## config.mk

```make
export PLATFORM = sky130hd
export DESIGN_NAME = psk_ram
export DESIGN_NICKNAME = d
export VERILOG_FILES = /design/src/rtl/psk_ram.sv
export SDC_FILE = /design/constraint.sdc
export NUM_CORES = 1
export LEC_CHECK = 0
export BUFFER_PORTS_ARGS = -buffer_cell sky130_fd_sc_hd__buf_4
export CAP_MARGIN = 40
export CORE_AREA = 2 2 211 213
export CTS_CLUSTER_DIAMETER = 150
export DETAILED_ROUTE_END_ITERATION = 12
export DIE_AREA = 0 0 213 215
export PLACE_DENSITY = 0.71
export SYNTH_ARGS = -nofsm -noshare
export SYNTH_HDL_FRONTEND = slang
export SYNTH_SLANG_ARGS = --single-unit
```

## constraint.sdc

```tcl
create_clock -name clk_i -period 7.8 [get_ports clk_i]
set_input_delay 1.56 -clock clk_i [delete_from_list [all_inputs] [get_ports clk_i]]
set_output_delay 1.56 -clock clk_i [all_outputs]
set_load 0.02 [all_outputs]
```

## src/rtl/psk_ram.sv

```systemverilog
`timescale 1ns / 1ps
// Generic single-port-write, single-port-read RAM with a registered read.
// Depends on nothing.
module psk_ram #(
  parameter int unsigned WIDTH = 32,
  parameter int unsigned DEPTH = 16
) (
  input  logic                                     clk_i,
  input  logic                                     we_i,
  input  logic [((DEPTH > 1) ? $clog2(DEPTH) : 1)-1:0] waddr_i,
  input  logic [WIDTH-1:0]                         wdata_i,
  input  logic                                     re_i,
  input  logic [((DEPTH > 1) ? $clog2(DEPTH) : 1)-1:0] raddr_i,
  output logic [WIDTH-1:0]                         rdata_o
);

  logic [WIDTH-1:0] mem_q [DEPTH];
  logic [WIDTH-1:0] rdata_q;

  always_ff @(posedge clk_i) begin
    if (we_i) begin
      mem_q[waddr_i] <= wdata_i;
    end
    if (re_i) begin
      rdata_q <= mem_q[raddr_i];
    end
  end

  assign rdata_o = rdata_q;

endmodule

```

==> impl_metrics.json <==
{
  "period_minus_slack_ns": 3.57,
  "coreArea_mm2": 0.0436,
  "num_vias": 9301,
  "worstPathRequired_ns": 8.10,
  "worst-slew-pin-transition_ns": 0.779,
  "holdWs_ns": 0.737,
  "cts.clk_slew.worst_paths_ns": 0.06,
  "hold_violations": 0,
  "wl_per_cell_um": 27.1,
  "cts-resized-gates": 0,
  "crit_path_start": "raddr_i[0]",
  "syn-num-nets": 881,
  "synth_warnings": 0,
  "antenna_left": 0,
  "synth_compound_area_share_pct": 2.38,
  "synthMuxAreaShare_pct": 14.3,
  "grt_pass1_wl_um": 63000,
  "cts_buffer_depth": 3,
  "hp-class": "register to register",
  "track_usage_pct": 19.1,
  "report.power.total_uw": 6000,
  "firstDrtPassIters": 7,
  "io_buffers": 74,
  "synth-xor-area-share_pct": 0,
  "htree_levels": 2,
  "area_growth_pct": 15.1,
  "tns_ns": 0,
  "reg2reg_from": "mem_q[4][4]",
  "power_density_mw_per_mm2": 258,
  "drive_gt1_share_pct": 32.0,
  "crit_path_end_kind": "register",
  "antenna_found_initial": 0,
  "report.final.slew_viol_count": 0,
  "fin_crit_sh_pct": 45.7,
  "critPathKind": "primary input to register",
  "die_h_um": 215,
  "hp-start": "mem_q[14][7]",
  "clk-insertion-delay-late_ns": 0.56,
  "cts_sinks": 544,
  "vias_per_cell": 5.88,
  "synth_top_family_by_area": "multiplexers",
  "maxCapViolations": 0,
  "fin_util_pct": 53.2,
  "start_util_pct": 46.2,
  "outcome": "finished clean",
  "dieWidth_um": 213,
  "root_buffer": "clkbuf_16",
  "grt_overflow": 0,
  "fmax_ghz": 0.280,
  "worst_slew_margin_rel_pct": 48.1,
  "rsz0062_at_grt": "false",
  "hpwlAfterDp_um": 19500,
  "cp_max_fo": 57,
  "post-cts-setup-buffer-count": 0,
  "ys_types": 17,
  "ys_seq_area_share_pct": 81.0,
  "drtIter0Drc": 1100,
  "yosys.area_share.adder_pct": 0,
  "synth_area_per_cell_um2": 24.1,
  "netlist_area_mm2": 0.0202,
  "peakVddDrop_mv": 0.186,
  "ys_ff_latch": 544,
  "wl_um": 42900,
  "hold_buffers": 0,
  "gp_congestion": 0.693,
  "numCtsBuffers": 51,
  "drc_errors": 0,
  "die-area_mm2": 0.0458,
  "std_cell_rows": 77,
  "final_common_cell": "edfxtp_1",
  "fin_skew_ns": 0.0173,
  "grt_max_degree": 59,
  "layout_common_cells": "544 x edfxtp_1, 128 x mux4_2, 96 x buf_4, 64 x a22oi_1, 53 x clkbuf_16",
  "final_nets": 990,
  "setup_viol_count_final": 0,
  "synthSimpleGateAreaFrac_pct": 1.25,
  "grt_pass1_vias": 9583,
  "worstSetupStartpointType": "primary input",
  "leakage_uw": 0.00737,
  "cts_tree": "done",
  "arrival_ns": 3.87,
  "ios": 75,
  "synth_cells": 838
}
==> worst paths after layout <==
check | to | slack (ns) | cells after the start
worst max register to register | rdata_o[4] | 6.38 | 3
worst min-delay path | rdata_o[7] | 0.74 | 3
worst min register to register | rdata_o[7] | 0.74 | 3
worst max-delay path | rdata_o[4] | 4.23 | 5
==> layer usage <==
layer	vias to the layer above	share of wire (%)	wire length [µm]	global-route usage [%]
met5	-	0	0	0
met4	0	1.7	719	3.94
met3	64	8.4	3590	3.54
met2	394	48	20800	29.9
met1	5019	42	17900	28.4
li1	3824	-	-	-
==> critical path, stage by stage <==
cell and delay (ns):
clkbuf_8 0.56, buf_4 0.76, mux4_2 0.60, a22oi_1 0.23, nand2_1 0.08
==> where the power goes <==
part | switching [µW] | internal [µW] | total (µW)
clock | 1020 | 1360 | 2380
combinational | 180 | 127 | 307
sequential | 20.8 | 3290 | 3310
==> per-stage QoR <==
stage	instance area [µm²]	worst slack, ns	instances
2_1_floorplan	20200	3.06	838
3_3_place_gp	21600	3.58	1484
3_5_place_dp	21600	3.59	1486
4_1_cts	23200	4.17	1580
5_1_grt	23200	4.00	1580
6_report	23200	4.23	1581
==> synth_stat cells <==
cell type,n,area (µm²)
and2_1,1,6.26
clkbuf_1,17,63.8
buf_4,11,82.6
buf_1,9,33.8
edfxtp_1,544,16300
buf_2,4,20.0
mux4_2,128,2880
buf_6,2,22.5
nand3_1,1,5.00
nor3_1,4,20.0
nor2b_1,2,12.5
nor2_1,13,48.8
or3b_2,1,8.76
a22oi_1,64,480
nand2_1,33,124
nand3b_1,2,15.0
nand2b_1,2,12.5
==> flip-flops by register name, indices dropped and copies added (netlist names) <==
signal,count
mem_q,512
rdata_o,32
==> final cells by class <==
| cell class | instances | area, µm² |
|---|---|---|
| Clock buffer | 59 | 1350 |
| Tap cell | 592 | 741 |
| Antenna cell | 1 | 2.50 |
| Timing Repair Buffer | 99 | 790 |
| Sequential cell | 544 | 16300 |
| Clock inverter | 35 | 254 |
| Multi-Input combinational cell | 251 | 3750 |
| Fill cell | 3264 | 20400 |
==> kinds of logic after synthesis <==
| family | count (synthesis) |
|---|---|
| DFF | 544 |
| buffers and inverters | 43 |
| and+or+nand+nor | 59 |
| AOI/OAI and AO/OA | 64 |
| muxes | 128 |
Power figures use the tool's default switching activity.
